$ cat config.mk
export PLATFORM = sky130hd
export DESIGN_NAME = ktl_ctrl
export DESIGN_NICKNAME = d
export VERILOG_FILES = /design/src/rtl/keyframe_timeline_lookup_assert.svh /design/src/rtl/ktl_pkg.sv /design/src/rtl/ktl_ctrl.sv
export SDC_FILE = /design/constraint.sdc
export NUM_CORES = 1
export LEC_CHECK = 0
export BUFFER_PORTS_ARGS = -buffer_cell sky130_fd_sc_hd__buf_2
export CAP_MARGIN = 15
export CORE_AREA = 2 2 39 41
export DETAILED_ROUTE_END_ITERATION = 6
export DIE_AREA = 0 0 41 43
export PLACE_DENSITY = 0.68
export SLEW_MARGIN = 15
export SYNTH_ARGS = -nofsm -noshare
export SYNTH_HDL_FRONTEND = slang
export SYNTH_SLANG_ARGS = --single-unit
$ cat constraint.sdc
create_clock -name clock -period 1.6 [get_ports clock]
set_clock_uncertainty 0.05 [all_clocks]
set_input_delay 0.08 -clock clock [delete_from_list [all_inputs] [get_ports clock]]
set_output_delay 0.08 -clock clock [all_outputs]
set_load 0.005 [all_outputs]
$ cat src/rtl/keyframe_timeline_lookup_assert.svh
// Assertion macros for the keyframe timeline lookup block
`ifndef KEYFRAME_TIMELINE_LOOKUP_ASSERT_SVH
`define KEYFRAME_TIMELINE_LOOKUP_ASSERT_SVH
// Implication checked on every clock edge outside reset
`define KTL_ASSERT_IMPL(label, clk, rst, ante, cons, msg) \
   label: assert property (@(posedge clk) disable iff (rst) (ante) |-> (cons)) \
      else $error(msg);
// Next-cycle implication checked outside reset
`define KTL_ASSERT_NEXT(label, clk, rst, ante, cons, msg) \
   label: assert property (@(posedge clk) disable iff (rst) (ante) |=> (cons)) \
      else $error(msg);
`endif

$ cat src/rtl/ktl_pkg.sv
// ----------------------------------------------------------------------------
// ktl_pkg
// Shared types and constants of the keyframe timeline lookup block.
// ----------------------------------------------------------------------------
`default_nettype none
package ktl_pkg;
   localparam int MAX_ENTRIES_DEF = 64;

   localparam logic [2:0] FUNC_APPEND   = 3'd0;
   localparam logic [2:0] FUNC_CLEAR    = 3'd1;
   localparam logic [2:0] FUNC_REMOVE   = 3'd2;
   localparam logic [2:0] FUNC_LOOKUP   = 3'd3;
   localparam logic [2:0] FUNC_PLAYBACK = 3'd4;

   localparam logic [2:0] ST_OK    = 3'd0;
   localparam logic [2:0] ST_EMPTY = 3'd1;
   localparam logic [2:0] ST_FULL  = 3'd2;
   localparam logic [2:0] ST_RANGE = 3'd3;
   localparam logic [2:0] ST_DIV0  = 3'd4;

   localparam logic [23:0] FACTOR_MAX = 24'hFFFFFF;

   typedef enum logic [3:0] {
      S_IDLE, S_DISPATCH, S_SHIFT_RD, S_SHIFT_WR, S_SCAN_RD, S_SCAN_EV,
      S_END_RD, S_END_EV, S_DIV, S_DONE
   } state_type;

   // controller -> datapath commands
   typedef struct packed {
      logic load;       // capture request
      logic do_append;
      logic do_clear;
      logic rm_begin;   // subtract removed duration, set index
      logic shift_rd;
      logic shift_wr;   // write index, advance
      logic rm_finish;  // decrement count
      logic scan_init;
      logic scan_rd;
      logic scan_step;
      logic end_rd;
      logic end_eval;
      logic div_step;
      logic finish;     // drive result
   } cmd_type;

   // datapath -> controller status
   typedef struct packed {
      logic [2:0] func;
      logic       empty;
      logic       full;
      logic       pos_bad;
      logic       shift_last;
      logic       scan_last;
      logic       scan_stop;
      logic       end_bad;
      logic       div_zero;
      logic       div_last;
   } stat_type;
endpackage
`default_nettype wire

$ cat src/rtl/ktl_ctrl.sv
// ----------------------------------------------------------------------------
// ktl_ctrl
// Sequencer that steps the datapath through each command.
// ----------------------------------------------------------------------------
`default_nettype none
module ktl_ctrl
   import ktl_pkg::*;
(
   input  wire logic     clock,
   input  wire logic     reset,
   input  wire logic     start_ok,
   input  wire stat_type stat,
   output cmd_type       cmd,
   output logic          busy
);
   state_type state_ff, state_in;

   // advance state
   always_ff @(posedge clock) begin
      if (reset) state_ff <= S_IDLE;
      else       state_ff <= state_in;
   end

   // next state
   always_comb begin
      state_in = state_ff;
      unique case (state_ff)
         S_IDLE:     if (start_ok) state_in = S_DISPATCH;
         S_DISPATCH: begin
            state_in = S_DONE;
            if (stat.func == FUNC_REMOVE && !stat.empty && !stat.pos_bad)
               state_in = S_SHIFT_RD;
            else if ((stat.func == FUNC_LOOKUP && !stat.empty) ||
                     (stat.func == FUNC_PLAYBACK && !stat.empty && !stat.pos_bad))
               state_in = S_SCAN_RD;
         end
         S_SHIFT_RD: state_in = stat.shift_last ? S_DONE : S_SHIFT_WR;
         S_SHIFT_WR: state_in = S_SHIFT_RD;
         S_SCAN_RD:  state_in = S_SCAN_EV;
         S_SCAN_EV: begin
            if (stat.scan_stop || stat.scan_last)
               state_in = (stat.func == FUNC_LOOKUP) ? S_END_RD : S_DONE;
            else state_in = S_SCAN_RD;
         end
         S_END_RD:   state_in = stat.end_bad ? S_DONE : S_END_EV;
         S_END_EV:   state_in = stat.div_zero ? S_DONE : S_DIV;
         S_DIV:      if (stat.div_last) state_in = S_DONE;
         S_DONE:     state_in = S_IDLE;
         default:    state_in = S_IDLE;
      endcase
   end

   // outputs
   always_comb begin
      cmd = '0;
      busy = (state_ff != S_IDLE);
      unique case (state_ff)
         S_IDLE:     cmd.load = start_ok;
         S_DISPATCH: begin
            cmd.do_append = (stat.func == FUNC_APPEND) && !stat.full;
            cmd.do_clear  = (stat.func == FUNC_CLEAR);
            cmd.rm_begin  = (stat.func == FUNC_REMOVE) && !stat.empty && !stat.pos_bad;
            cmd.scan_init = 1'b1;
         end
         S_SHIFT_RD: begin
            cmd.shift_rd  = !stat.shift_last;
            cmd.rm_finish = stat.shift_last;
         end
         S_SHIFT_WR: cmd.shift_wr = 1'b1;
         S_SCAN_RD:  cmd.scan_rd = 1'b1;
         S_SCAN_EV:  cmd.scan_step = 1'b1;
         S_END_RD:   cmd.end_rd = 1'b1;
         S_END_EV:   cmd.end_eval = 1'b1;
         S_DIV:      cmd.div_step = 1'b1;
         S_DONE:     cmd.finish = 1'b1;
         default:    cmd = '0;
      endcase
   end
endmodule
`default_nettype wire

==> impl_results.md <==
* Cell Chain, Critical Path: or4b_4 > buf_6 > nor4b_2 > buf_2
* Leakage dissipation at around 0.33 nW
* Number of stages on the worst setup path at 4
* Maximum number of pins on one net before global-route repair at 13
* Worst ir drop on vdd at 211 uV
* Clock-pin slew reported for the worst setup and hold paths after clock tree synthesis at 0.04 ns
* Top_reg_cell synth: sky130_fd_sc_hd__dfxtp_1
* Maximum level of the CTS H-tree at 1
* Critical Path RT at 1.47 ns
* Die width at a little over 40 um
* Synthesized Nets at between 70 and 80
* Kind of end point of the critical path: primary output
* Core Area at around 1400 um^2
* Global routing's busiest layer: met2
* Antenna Nets Post-Route at 0
* Top-area cell type share of the netlist area at between 10% and 20%
* Path depth of the worst reg2reg path at 3
* Fraction of layout cells with a size suffix above 1 at 47.9%
* Synth async-reset ratio at 0%
* R2R Setup Slk at approximately 0.050 ns
* Global placer's final weighted congestion at between 0.7 and 0.8
* Failing checks: negative setup slack
* Final core utilization at a little under half
* RSZ-0062 raised after global routing: true
* Met2 layer usage reported by global route at between 20% and 30%
* Total wire length after detailed routing at between 1000 and 1500 um
* Number of flip-flops under the largest register name at 4
* Post-layout total power at about 430 uW
* Number of enable flip-flop cells after synthesis at 0
* Peak clock frequency supported by timing at 587 MHz
* Maximum fanout encountered on the critical timing path at 3
* Total Nets Final at between 100 and 150
* Arrival @ worst endpoint at between 1.5 and 2 ns
* Synth Area in Compound Gates at 23.0%
* Relative area change from synthesis to final layout at 54.2%
* Placement Rows at 14
* Launch point of the worst path: state_ff[1]
* Leading area contributor after synthesis: sky130_fd_sc_hd__dfxtp_1
* Initial core utilization at between 30% and 40%
* Average footprint of a synthesized cell at between 7 and 8 um^2
* Drt pass-1 iters at 4
* WS Path Type: flop to primary output
* Critical Path Source Type: flop
* Iter 0 DRT Violations at 6
* Post-synthesis xor/xnor area fraction at 0%
* Count of input and output buffers at 29
* Number of antenna violations at the first check in global routing at 0
* Diode insertion count for antenna repair at 0
* Setup TNS after final layout at -0.252 ns
* Sequential cell area at between 80 and 90 um^2
* GRT Resource Usage Total at between 10% and 20%
* Total congestion overflow after global routing at 0
* Height of the die at 43 um
* Die area at ~1800 um^2
* Detailed-route wire length per cell at 11.9 um
* Met1 GRT Util at between 10% and 20%
* CTS Buffer Depth at 2
* Share of the yosys chip area belonging to registers at between 10% and 20%
* Max-capacitance violation count at 0
* Clock root cell: sky130_fd_sc_hd__clkbuf_4
* FF+latch count, synth at 4
* Cell area power density at around 650 nW/um^2
* Minimum setup slack in the final design at -0.104 ns
* Via count of the first global-routing pass at slightly above 500
* Final-report max-slew violation count at 0
* Worst reg2reg path endpoint: state_ff[0]
* Cell family contributing the most delay on the critical path: simple AND/OR/NAND/NOR gates
* Simple-gate area share of the yosys netlist at approximately half
* Rel. slew slack at approximately 82%
* Capture point of the critical path: cmd[11]
* Share of the clock period used by the worst path at 106%
* Synth warn at 0
* First-pass GRT wire length at just under 2000 um
* Crit path buf inv count at 2
* Critical register-to-register path startpoint: state_ff[1]
* Worst min-delay path class: input port to flop
* Multi-input combinational cell area at about 340 um^2
* Worst-case setup slack after placement at approximately 0.011 ns
* Status: finished with violations
* Clk_lat worst skew at between 0.2 and 0.25 ns
* Cell types with the largest area share after synthesis: sky130_fd_sc_hd__dfxtp_1 (19%), sky130_fd_sc_hd__nor2_1 (6.1%), sky130_fd_sc_hd__nor4b_1 (6.1%)
* Smallest hold slack at ~0.02 ns
* Hold depth at 2
* DR vias at roughly 600
* Total of endpoints with negative setup slack in the final report at 3
* Unique masters post-synth at 29
* Maximum cell stage delay along the critical path at approximately 0.55 ns
* TritonCTS clock tree: yes
* I/O pin total at 30
* Number of failing hold endpoints at the final stage at 0
* Cell with the biggest individual delay on the critical path: sky130_fd_sc_hd__or4b_4
* Via density per instance at 5.44
* DRC Markers at 0
* Instance count of the mapped netlist at 61
* Sinks on the clock net at 4
* Share of synthesized area spent on multiplexers at 0%
* Post-CTS Repair Setup Buffers at 0
* Register with the most flip-flops: state_ff
* Post-synth design cell area at between 400 and 500 um^2
* Final HPWL from detailed placement at a little over 1000 um
* Regs by FF count: state_ff: 4 flops
* Tightest Pin Transition at around 0.26 ns
* Largest family of logic cells by synthesized area: simple AND/OR/NAND/NOR gates
* # fillers at 134
* GR Layer Usage met3 at between 1.5 and 2%
* Adder-cell area share of the yosys netlist at 0%
* Min cycle time layout at 1.70 ns
* Inserted Clock Buffers at 3
[synthesized netlist by cell type, drive strengths merged (2+ instances only)]
master	n
dfxtp	4
nor4b	3
a21oi	4
nand3	3
nor2	7
nand2	4
nand2b	4
clkbuf	3
a31oi	3
nor3	3
or4b	2
nor2b	2
inv	3
o21ai	2
[per-stage QoR]
step / std cells / area [um^2]
floorplan: 61 / 429
global placement: 107 / 616
detailed placement: 107 / 616
CTS: 110 / 654
global route: 110 / 662
finish: 110 / 662
[how the worst min path moves through the flow]
stage,startpoint,to,slack [ns]
4_1_cts,reset,state_ff[2],0.007
5_1_grt,reset,state_ff[0],0.02
3_5_place_dp,reset,state_ff[0],0.25
6_report,reset,state_ff[2],0.02
3_3_place_gp,reset,state_ff[0],0.25
2_1_floorplan,reset,state_ff[0],0.1
[timing repair]
item | 4_1_cts | 5_1_grt
pin swaps | 1 | 1
gates resized for setup | 3 | 2
endpoints found under the setup margin | 4 | 7
hold buffers | 0 | 0
[report_power, final]
group	leakage, nW	internal, mW	switching [mW]
logic	0.279	0.0930	0.0928
clock network	0.0138	0.0842	0.0451
registers	0.0327	0.109	0.00504
[area by class of cell]
type                       count  area share (%)
sequential                     4            12.1
timing repair buffer          34            28.2
clock buffer                   3            3.40
inverter                       3            1.70
multi-input combinational     50            51.6
tap                           16            3.02
[cell usage in the layout (no fill, tap or decap), types with 2 or more instances in the layout]
| cell type | instances |
|---|---|
| sky130_fd_sc_hd__nand2_1 | 3 |
| sky130_fd_sc_hd__clkbuf_4 | 3 |
| sky130_fd_sc_hd__buf_4 | 4 |
| sky130_fd_sc_hd__o21ai_0 | 2 |
| sky130_fd_sc_hd__a21oi_1 | 4 |
| sky130_fd_sc_hd__buf_2 | 29 |
| sky130_fd_sc_hd__dfxtp_1 | 4 |
| sky130_fd_sc_hd__nor2_1 | 7 |
| sky130_fd_sc_hd__nand2b_1 | 4 |
| sky130_fd_sc_hd__inv_1 | 3 |
| sky130_fd_sc_hd__nand3_1 | 3 |
| sky130_fd_sc_hd__nor3_1 | 2 |
| sky130_fd_sc_hd__nor2b_1 | 2 |
| sky130_fd_sc_hd__nor4b_2 | 2 |
| sky130_fd_sc_hd__a31oi_1 | 3 |
[cell families (layout without fill, tap and decap cells)]
logic type	Yosys count	in the layout
and+or+nand+nor	36	36
AOI/OAI and AO/OA	14	14
buffers and inverters	7	40
DFF	4	4
[per-layer routing]
| layer | up-vias | wire, um |
|---|---|---|
| li1 | 294 | - |
| met1 | 275 | 510 |
| met2 | 25 | 673 |
| met3 | 4 | 117 |
| met4 | 0 | 12 |
| met5 | - | 0 |
No activity file was read; power rests on OpenSTA's default activity.
