==> src/rtl/keyframe_timeline_lookup_assert.svh <==
// Assertion macros for the keyframe timeline lookup block
`ifndef KEYFRAME_TIMELINE_LOOKUP_ASSERT_SVH
`define KEYFRAME_TIMELINE_LOOKUP_ASSERT_SVH
// Implication checked on every clock edge outside reset
`define KTL_ASSERT_IMPL(label, clk, rst, ante, cons, msg) \
   label: assert property (@(posedge clk) disable iff (rst) (ante) |-> (cons)) \
      else $error(msg);
// Next-cycle implication checked outside reset
`define KTL_ASSERT_NEXT(label, clk, rst, ante, cons, msg) \
   label: assert property (@(posedge clk) disable iff (rst) (ante) |=> (cons)) \
      else $error(msg);
`endif

==> src/rtl/ktl_pkg.sv <==
// ----------------------------------------------------------------------------
// ktl_pkg
// Shared types and constants of the keyframe timeline lookup block.
// ----------------------------------------------------------------------------
`default_nettype none
package ktl_pkg;
   localparam int MAX_ENTRIES_DEF = 64;

   localparam logic [2:0] FUNC_APPEND   = 3'd0;
   localparam logic [2:0] FUNC_CLEAR    = 3'd1;
   localparam logic [2:0] FUNC_REMOVE   = 3'd2;
   localparam logic [2:0] FUNC_LOOKUP   = 3'd3;
   localparam logic [2:0] FUNC_PLAYBACK = 3'd4;

   localparam logic [2:0] ST_OK    = 3'd0;
   localparam logic [2:0] ST_EMPTY = 3'd1;
   localparam logic [2:0] ST_FULL  = 3'd2;
   localparam logic [2:0] ST_RANGE = 3'd3;
   localparam logic [2:0] ST_DIV0  = 3'd4;

   localparam logic [23:0] FACTOR_MAX = 24'hFFFFFF;

   typedef enum logic [3:0] {
      S_IDLE, S_DISPATCH, S_SHIFT_RD, S_SHIFT_WR, S_SCAN_RD, S_SCAN_EV,
      S_END_RD, S_END_EV, S_DIV, S_DONE
   } state_type;

   // controller -> datapath commands
   typedef struct packed {
      logic load;       // capture request
      logic do_append;
      logic do_clear;
      logic rm_begin;   // subtract removed duration, set index
      logic shift_rd;
      logic shift_wr;   // write index, advance
      logic rm_finish;  // decrement count
      logic scan_init;
      logic scan_rd;
      logic scan_step;
      logic end_rd;
      logic end_eval;
      logic div_step;
      logic finish;     // drive result
   } cmd_type;

   // datapath -> controller status
   typedef struct packed {
      logic [2:0] func;
      logic       empty;
      logic       full;
      logic       pos_bad;
      logic       shift_last;
      logic       scan_last;
      logic       scan_stop;
      logic       end_bad;
      logic       div_zero;
      logic       div_last;
   } stat_type;
endpackage
`default_nettype wire

==> src/rtl/ktl_datapath.sv <==
// ----------------------------------------------------------------------------
// ktl_datapath
// Entry memory, running totals, scan accumulator and serial divider.
// ----------------------------------------------------------------------------
`default_nettype none
module ktl_datapath
   import ktl_pkg::*;
#(
   parameter int MAX_ENTRIES = MAX_ENTRIES_DEF
) (
   input  wire logic        clock,
   input  wire logic        reset,
   input  wire cmd_type     cmd,
   output stat_type         stat,
   input  wire logic [2:0]  req_func,
   input  wire logic [15:0] req_keyframe_id,
   input  wire logic [31:0] req_duration,
   input  wire logic [5:0]  req_position,
   input  wire logic [31:0] req_query_time,
   input  wire logic        req_loop_enable,
   input  wire logic [5:0]  req_loop_position,
   output logic             rsp_valid,
   output logic [2:0]       rsp_status,
   output logic [15:0]      rsp_start_keyframe,
   output logic [15:0]      rsp_end_keyframe,
   output logic [23:0]      rsp_blend_factor,
   output logic [37:0]      rsp_playback_time,
   output logic [37:0]      rsp_total_time,
   output logic [6:0]       rsp_entry_count
);
   localparam int AW = $clog2(MAX_ENTRIES);
   localparam int CW = $clog2(MAX_ENTRIES + 1);

   // entry memory: id and duration packed
   logic [47:0] mem [MAX_ENTRIES];
   logic [47:0] rd_ff;

   // captured request
   logic [2:0]  func_ff;
   logic [15:0] kid_ff;
   logic [31:0] dur_ff;
   logic [5:0]  pos_ff;
   logic [31:0] qt_ff;
   logic        loop_ff;
   logic [5:0]  lpos_ff;

   logic [CW-1:0] count_ff;
   logic [37:0]   sum_ff;
   logic [CW-1:0] idx_ff, idx_in;
   logic [AW-1:0] s_ff;
   logic [15:0]   skey_ff;
   logic [38:0]   acc_ff;   // cumulative time
   logic [38:0]   start_t_ff;
   logic [2:0]    status_ff;
   logic [15:0]   ekey_ff;
   logic [31:0]   div_d_ff;
   logic [47:0]   div_q_ff;
   logic [32:0]   div_r_ff;
   logic [5:0]    div_n_ff;

   // removed entry duration: read from memory at the requested position when the request is loaded
   logic [31:0] mem_dur_pos;
   logic [31:0] rm_dur_ff;

   logic [CW-1:0] pos_x, lpos_x, e_idx;
   logic [AW-1:0] rd_addr;
   logic          wr_en;
   logic [AW-1:0] wr_addr;
   logic [47:0]   wr_data;
   logic [38:0]   nt;
   logic          at_last;

   assign mem_dur_pos = rm_dur_ff;
   assign pos_x  = CW'(pos_ff);
   assign lpos_x = CW'(lpos_ff);
   assign nt     = acc_ff + ((idx_ff == '0) ? 39'd0 : 39'(rd_ff[31:0]));
   assign at_last = (CW'(s_ff) == count_ff - CW'(1));
   assign e_idx  = at_last ? (loop_ff ? lpos_x : CW'(s_ff)) : CW'(s_ff) + CW'(1);

   // status to controller
   always_comb begin
      stat.func       = func_ff;
      stat.empty      = (count_ff == '0);
      stat.full       = (count_ff >= CW'(MAX_ENTRIES));
      stat.pos_bad    = (pos_x >= count_ff) || (32'(pos_ff) >= 32'(MAX_ENTRIES));
      stat.shift_last = (idx_ff + CW'(1) >= count_ff);
      stat.scan_last  = (func_ff == FUNC_LOOKUP) ? (idx_ff + CW'(1) >= count_ff)
                                                 : (idx_ff >= pos_x);
      stat.scan_stop  = (func_ff == FUNC_LOOKUP) && (nt > 39'(qt_ff));
      stat.end_bad    = (e_idx >= count_ff) ||
                        (at_last && loop_ff && (32'(lpos_ff) >= 32'(MAX_ENTRIES)));
      stat.div_zero   = (rd_ff[31:0] == 32'd0);
      stat.div_last   = (div_n_ff == 6'd47);
   end

   // memory address selection
   always_comb begin
      rd_addr = AW'(idx_ff);
      if (cmd.shift_rd) rd_addr = AW'(idx_ff + CW'(1));
      if (cmd.scan_rd)  rd_addr = AW'(idx_ff);
      if (cmd.end_rd)   rd_addr = AW'(e_idx);
      wr_en   = cmd.do_append || cmd.shift_wr;
      wr_addr = cmd.do_append ? AW'(count_ff) : AW'(idx_ff);
      wr_data = cmd.do_append ? {kid_ff, dur_ff} : rd_ff;
   end

   // memory port
   always_ff @(posedge clock) begin
      if (wr_en) mem[wr_addr] <= wr_data;
      rd_ff <= mem[rd_addr];
   end

   // index register
   always_comb begin
      idx_in = idx_ff;
      if (cmd.scan_init) idx_in = '0;
      if (cmd.rm_begin)  idx_in = pos_x;
      if (cmd.shift_wr)  idx_in = idx_ff + CW'(1);
      if (cmd.scan_step) idx_in = idx_ff + CW'(1);
   end

   // control registers
   always_ff @(posedge clock) begin
      if (reset) begin
         count_ff  <= '0;
         sum_ff    <= '0;
         rsp_valid <= 1'b0;
      end else begin
         rsp_valid <= cmd.finish;
         if (cmd.do_append) begin
            count_ff <= count_ff + CW'(1);
            sum_ff   <= sum_ff + 38'(dur_ff);
         end
         if (cmd.do_clear) begin
            count_ff <= '0;
            sum_ff   <= '0;
         end
         if (cmd.rm_finish) count_ff <= count_ff - CW'(1);
         if (cmd.rm_begin)  sum_ff <= sum_ff - 38'(mem_dur_pos);
      end
   end

   // payload registers
   always_ff @(posedge clock) begin
      idx_ff <= idx_in;
      if (cmd.load) begin
         func_ff <= req_func;
         kid_ff  <= req_keyframe_id;
         dur_ff  <= req_duration;
         pos_ff  <= req_position;
         qt_ff   <= req_query_time;
         loop_ff <= req_loop_enable;
         lpos_ff <= req_loop_position;
         rm_dur_ff <= mem[AW'(req_position)][31:0];
      end
      if (cmd.scan_init) begin
         acc_ff     <= '0;
         start_t_ff <= '0;
         s_ff       <= '0;
         status_ff  <= ST_OK;
         skey_ff    <= '0;
         ekey_ff    <= '0;
         div_q_ff   <= '0;
         if (func_ff == FUNC_APPEND && stat.full) status_ff <= ST_FULL;
         if ((func_ff == FUNC_REMOVE || func_ff == FUNC_PLAYBACK ||
              func_ff == FUNC_LOOKUP) && stat.empty) status_ff <= ST_EMPTY;
         else if ((func_ff == FUNC_REMOVE || func_ff == FUNC_PLAYBACK) && stat.pos_bad)
            status_ff <= ST_RANGE;
      end
      // scan: accumulate cumulative time
      if (cmd.scan_step) begin
         if (func_ff == FUNC_LOOKUP) begin
            if (!stat.scan_stop) begin
               acc_ff     <= nt;
               start_t_ff <= nt;
               s_ff       <= AW'(idx_ff);
               skey_ff    <= rd_ff[47:32];
            end
         end else begin
            acc_ff <= acc_ff + 39'(rd_ff[31:0]);
         end
      end
      // end entry checks
      if (cmd.end_rd && stat.end_bad) begin
         status_ff <= ST_RANGE;
         skey_ff   <= '0;
      end
      if (cmd.end_eval) begin
         ekey_ff  <= rd_ff[47:32];
         div_d_ff <= rd_ff[31:0];
         div_r_ff <= '0;
         div_n_ff <= '0;
         div_q_ff <= {qt_ff - start_t_ff[31:0], 16'd0};
         if (stat.div_zero) status_ff <= ST_DIV0;
      end
      // restoring division, one quotient bit per cycle
      if (cmd.div_step) begin
         if ({div_r_ff[31:0], div_q_ff[47]} >= {1'b0, div_d_ff}) begin
            div_r_ff <= {div_r_ff[31:0], div_q_ff[47]} - {1'b0, div_d_ff};
            div_q_ff <= {div_q_ff[46:0], 1'b1};
         end else begin
            div_r_ff <= {div_r_ff[31:0], div_q_ff[47]};
            div_q_ff <= {div_q_ff[46:0], 1'b0};
         end
         div_n_ff <= div_n_ff + 6'd1;
      end
      // result
      if (cmd.finish) begin
         rsp_status         <= status_ff;
         rsp_start_keyframe <= '0;
         rsp_end_keyframe   <= '0;
         rsp_blend_factor   <= '0;
         rsp_playback_time  <= '0;
         rsp_total_time     <= sum_ff;
         rsp_entry_count    <= 7'(count_ff);
         if (func_ff == FUNC_LOOKUP && (status_ff == ST_OK || status_ff == ST_DIV0)) begin
            rsp_start_keyframe <= skey_ff;
            rsp_end_keyframe   <= ekey_ff;
            if (status_ff == ST_OK)
               rsp_blend_factor <= (div_q_ff[47:24] != '0) ? FACTOR_MAX : div_q_ff[23:0];
         end
         if (func_ff == FUNC_PLAYBACK && status_ff == ST_OK)
            rsp_playback_time <= acc_ff[37:0];
      end
   end
endmodule
`default_nettype wire

==> config.mk <==
export PLATFORM = sky130hd
export DESIGN_NAME = ktl_datapath
export DESIGN_NICKNAME = d
export VERILOG_FILES = /design/src/rtl/keyframe_timeline_lookup_assert.svh /design/src/rtl/ktl_pkg.sv /design/src/rtl/ktl_datapath.sv
export SDC_FILE = /design/constraint.sdc
export NUM_CORES = 2
export LEC_CHECK = 0
export BUFFER_PORTS_ARGS = -buffer_cell sky130_fd_sc_hd__buf_2
export CORE_ASPECT_RATIO = 0.9
export CORE_MARGIN = 5
export CORE_UTILIZATION = 40
export CTS_BUF_LIST = sky130_fd_sc_hd__clkbuf_8
export DETAILED_ROUTE_END_ITERATION = 12
export PLACE_DENSITY_LB_ADDON = 0.2
export SETUP_SLACK_MARGIN = 0.3
export SYNTH_ARGS = -nofsm -noshare
export SYNTH_HDL_FRONTEND = slang
export SYNTH_SLANG_ARGS = --single-unit
==> constraint.sdc <==
create_clock -name clock -period 9.1 [get_ports clock]
set_clock_uncertainty 0.1 [all_clocks]
set_input_delay 0.91 -clock clock [delete_from_list [all_inputs] [get_ports clock]]
set_output_delay 0.91 -clock clock [all_outputs]
set_load 0.005 [all_outputs]
==> impl_metrics.py <==
metrics = {
    "pwr": {
        "combPwrFrac_pct": 29.9,
        "switchingPower_mw": 18.6,
        "p_int_mw": 32.5,
        "p_per_area_nw_per_um2": 267,
        "switching_share_pct": 36.4,
        "seq_power_share_pct": 42.7,
        "p_clk_share_pct": 27.5,
        "p_total_mw": 51.1,
        "power.leakage_nw": 67.5,
        "peakVddDrop_mv": 0.174,
    },
    "sta": {
        "hold_viol_final": 0,
        "max_freq_mhz": 120,
        "finalCritPeriodShare_pct": 91.6,
        "fin_ws_ns": 0.765,
        "fin_setup_tns_ns": 0,
        "rsz0062_at_grt": "no",
        "tightest_slew_ns": 1.44,
        "holdWs_ns": 0.121,
        "relSlewSlack_pct": 3.92,
        "slew_viol_final": 0,
        "fin_crit_ns": 8.34,
        "setup_viol_count_final": 0,
    },
    "min_path": {
        "min_path_type": "input port to flop",
        "hp-start": "cmd[0]",
        "hold_path_end": "rsp_total_time[12]",
        "hold_path_depth": 1,
    },
    "clock_network": {
        "clock_latency_ns": 1.25,
        "cts_tree": "done",
        "clk_pin_slew_worst_paths_ns": 0.06,
        "clockRootBuffer": "clkbuf_8",
        "cts_made_buffers": 620,
        "clock_path_buffers": 4,
        "h-tree-depth": 6,
        "cts.sinks": 3673,
    },
    "logic_synthesis": {
        "yosys_warnings": 0,
        "synth_seq_cells": 3673,
        "synth.avg_cell_area_um2": 12.9,
        "syn_area_um2": 170000,
        "synth_common_cells": "3483 x edfxtp_1, 3349 x nand2_1, 729 x nand3_1",
        "async_flop_share_pct": 0,
        "syn_inst": 13210,
        "synthTopCellsByArea": "edfxtp_1 61%, mux4_2 8.8%, nand2_1 7.4%",
        "seq_area_frac_synth_pct": 63.6,
        "ys_types": 81,
        "synth_top_area_share_pct": 61.4,
        "synth_nets": 13583,
        "synthMostInstantiatedCell": "edfxtp_1",
        "netlist.top_cell.by_area": "edfxtp_1",
        "ys.flop_type": "edfxtp_1",
        "synth-edff-count": 3483,
    },
    "floorplanning": {
        "rows": 227,
        "die_h_um": 629,
        "die_w_um": 698,
        "start_util_pct": 40.1,
        "die_area_um2": 439000,
        "core_um2": 425000,
        "io_pins": 267,
    },
    "setup_path": {
        "crit_type": "flop to output port",
        "r2r_cells": 30,
        "required_ns": 8.09,
        "timing.rr.start": "idx_ff[1]",
        "cp.arrival_ns": 7.33,
        "timing.rr.end": "start_t_ff[3]",
        "cpPeakStageDelay_ns": 0.51,
        "end_kind": "output port",
        "startpoint": "idx_ff[1]",
        "cp-start-kind": "flop",
        "critPathMaxFanout": 32,
        "r2r_slack_ns": 1.73,
        "crit_slowest_cell": "edfxtp_1",
    },
    "global_route": {
        "gr-total-overflow": 0,
        "grt_max_degree": 153,
        "grt_pass1_vias": 113412,
        "track_usage_pct": 28.0,
        "grt_pass1_wl_mm": 884,
        "antenna_found_initial": 55,
    },
    "job": {
        "maxCapViolCount": 0,
    },
    "routing": {
        "num_vias": 121397,
        "wl_mm": 637,
        "first_iter_violations": 18894,
        "viasPerCell": 6.15,
        "firstDrtPassIters": 8,
        "wire_per_inst_um": 32.3,
        "drc": 0,
        "drt.antenna.violating_nets": 0,
    },
    "layout": {
        "fin_nets": 13988,
        "layout-drive-gt1-share_pct": 15.6,
        "area_delta_synth_final_pct": 12.2,
        "fillers": 38189,
    },
    "run_status": {
        "status": "complete, no violations",
    },
    "placed_design": {
        "gp_congestion": 0.920,
        "io_buffers": 266,
        "dp_slack_ns": 1.05,
        "hpwl_mm": 365,
    },
}
[per-layer routing]
metal | vias up | share of wire, % | global-route usage (%)
li1 | 50912 | - | -
met1 | 61470 | 40 | 39.4
met2 | 7632 | 43 | 41.1
met3 | 1343 | 12 | 7.53
met4 | 40 | 4.5 | 11.4
met5 | - | 0.041 | 0
[cells by family after synthesis]
logic type	Yosys count	synth area share, %
DFF	3673	63.6
adders and majority gates	261	1.94
muxes	768	9.44
buffers and inverters	1115	2.77
xor gates and xnor gates	186	0.964
AOI/OAI and AO/OA	1721	7.05
and+or+nand+nor	5486	14.3
[power groups by stage]
stage | Combinational [mW] | Clock (mW) | Sequential, mW
global route | 16.4 | 15.0 | 21.9
floorplan | 9.58 | 0 | 21.5
CTS | 15.0 | 14.2 | 21.8
detailed placement | 14.9 | 0 | 22.1
global placement | 14.9 | 0 | 22.1
finish | 15.3 | 14.0 | 21.8
[flip-flops by register name, indices dropped and copies added, names as in the netlist, 7 cells and up]
signal,flops
mem,3072
rsp_blend_factor,24
kid_ff,16
div_d_ff,32
rsp_total_time,38
count_ff,7
rsp_end_keyframe,16
ekey_ff,16
dur_ff,32
rd_ff,48
qt_ff,32
acc_ff,39
start_t_ff,32
rsp_start_keyframe,16
mem_dur_pos,32
idx_ff,7
div_r_ff,32
skey_ff,16
rsp_entry_count,7
sum_ff,38
div_q_ff,48
rsp_playback_time,38
[layout by cell type, fill, tap and decap left out, drive strengths merged, types with 68 or more instances in the layout]
master | synthesis | final
and2 | 147 | 147
nand2 | 3349 | 3349
nor2b | 69 | 69
and3 | 527 | 527
clkinv | 0 | 179
dlygate4sd3 | 0 | 97
a311oi | 429 | 429
edfxtp | 3483 | 3483
nor2 | 250 | 250
inv | 212 | 470
nor3 | 185 | 185
xor2 | 69 | 69
xnor2 | 116 | 116
a21o | 105 | 105
dfxtp | 190 | 190
buf | 444 | 588
nor4 | 68 | 68
o211ai | 89 | 89
mux4 | 666 | 666
ha | 255 | 255
o21ai | 196 | 196
a31oi | 229 | 229
a21oi | 329 | 329
clkbuf | 459 | 646
a211oi | 121 | 121
nand3 | 729 | 729
[area by class of cell]
| type | instances | area, um2 | share of cell area (%) |
|---|---|---|---|
| repair buffers | 686 | 5590 | 2.92 |
| inverters | 212 | 796 | 0.416 |
| clock buffers | 645 | 8880 | 4.64 |
| multi-input cells | 8422 | 58100 | 30.4 |
| diodes | 17 | 42.5 | 0.0222 |
| clock inverters | 464 | 2480 | 1.30 |
| flip-flops and latches | 3673 | 108000 | 56.7 |
| well taps | 5610 | 7020 | 3.67 |
[how the worst max path moves through the flow]
stage / slack, ns / end
2_1_floorplan: 2.57 / skey_ff[10]
3_3_place_gp: 1.09 / start_t_ff[4]
3_5_place_dp: 1.05 / start_t_ff[11]
4_1_cts: 0.40 / stat[3]
5_1_grt: 0.34 / stat[3]
6_report: 0.76 / stat[3]
[per-stage QoR]
| stage | area [um2] | utilization (%) | instances |
|---|---|---|---|
| floorplan | 170000 | - | 13210 |
| global placement | 179000 | 42.1 | 18504 |
| detailed placement | 179000 | 42.1 | 18505 |
| CTS | 191000 | 45.0 | 19711 |
| global route | 191000 | 45.0 | 19715 |
| finish | 191000 | 45.1 | 19729 |
[repair_timing]
item / 4_1_cts / 5_1_grt
endpoints found under the setup margin: 1 / 1
hold buffers: 97 / 0
endpoints found under the hold margin: 103 / 0
resized for setup: 6 / 10
pin swaps: 0 / 4
buffers inserted: 0 / 1
[worst max-delay path, delay by kind of cell (launching register included)]
kind,cells,cell delay [ns]
simple gates,8,1.22
buf+inv,3,0.51
compound gates,14,2.83
fa+ha+maj,3,0.83
xor+xnor,1,0.19
flops,1,0.51
No activity file was read; power rests on OpenSTA's default activity.
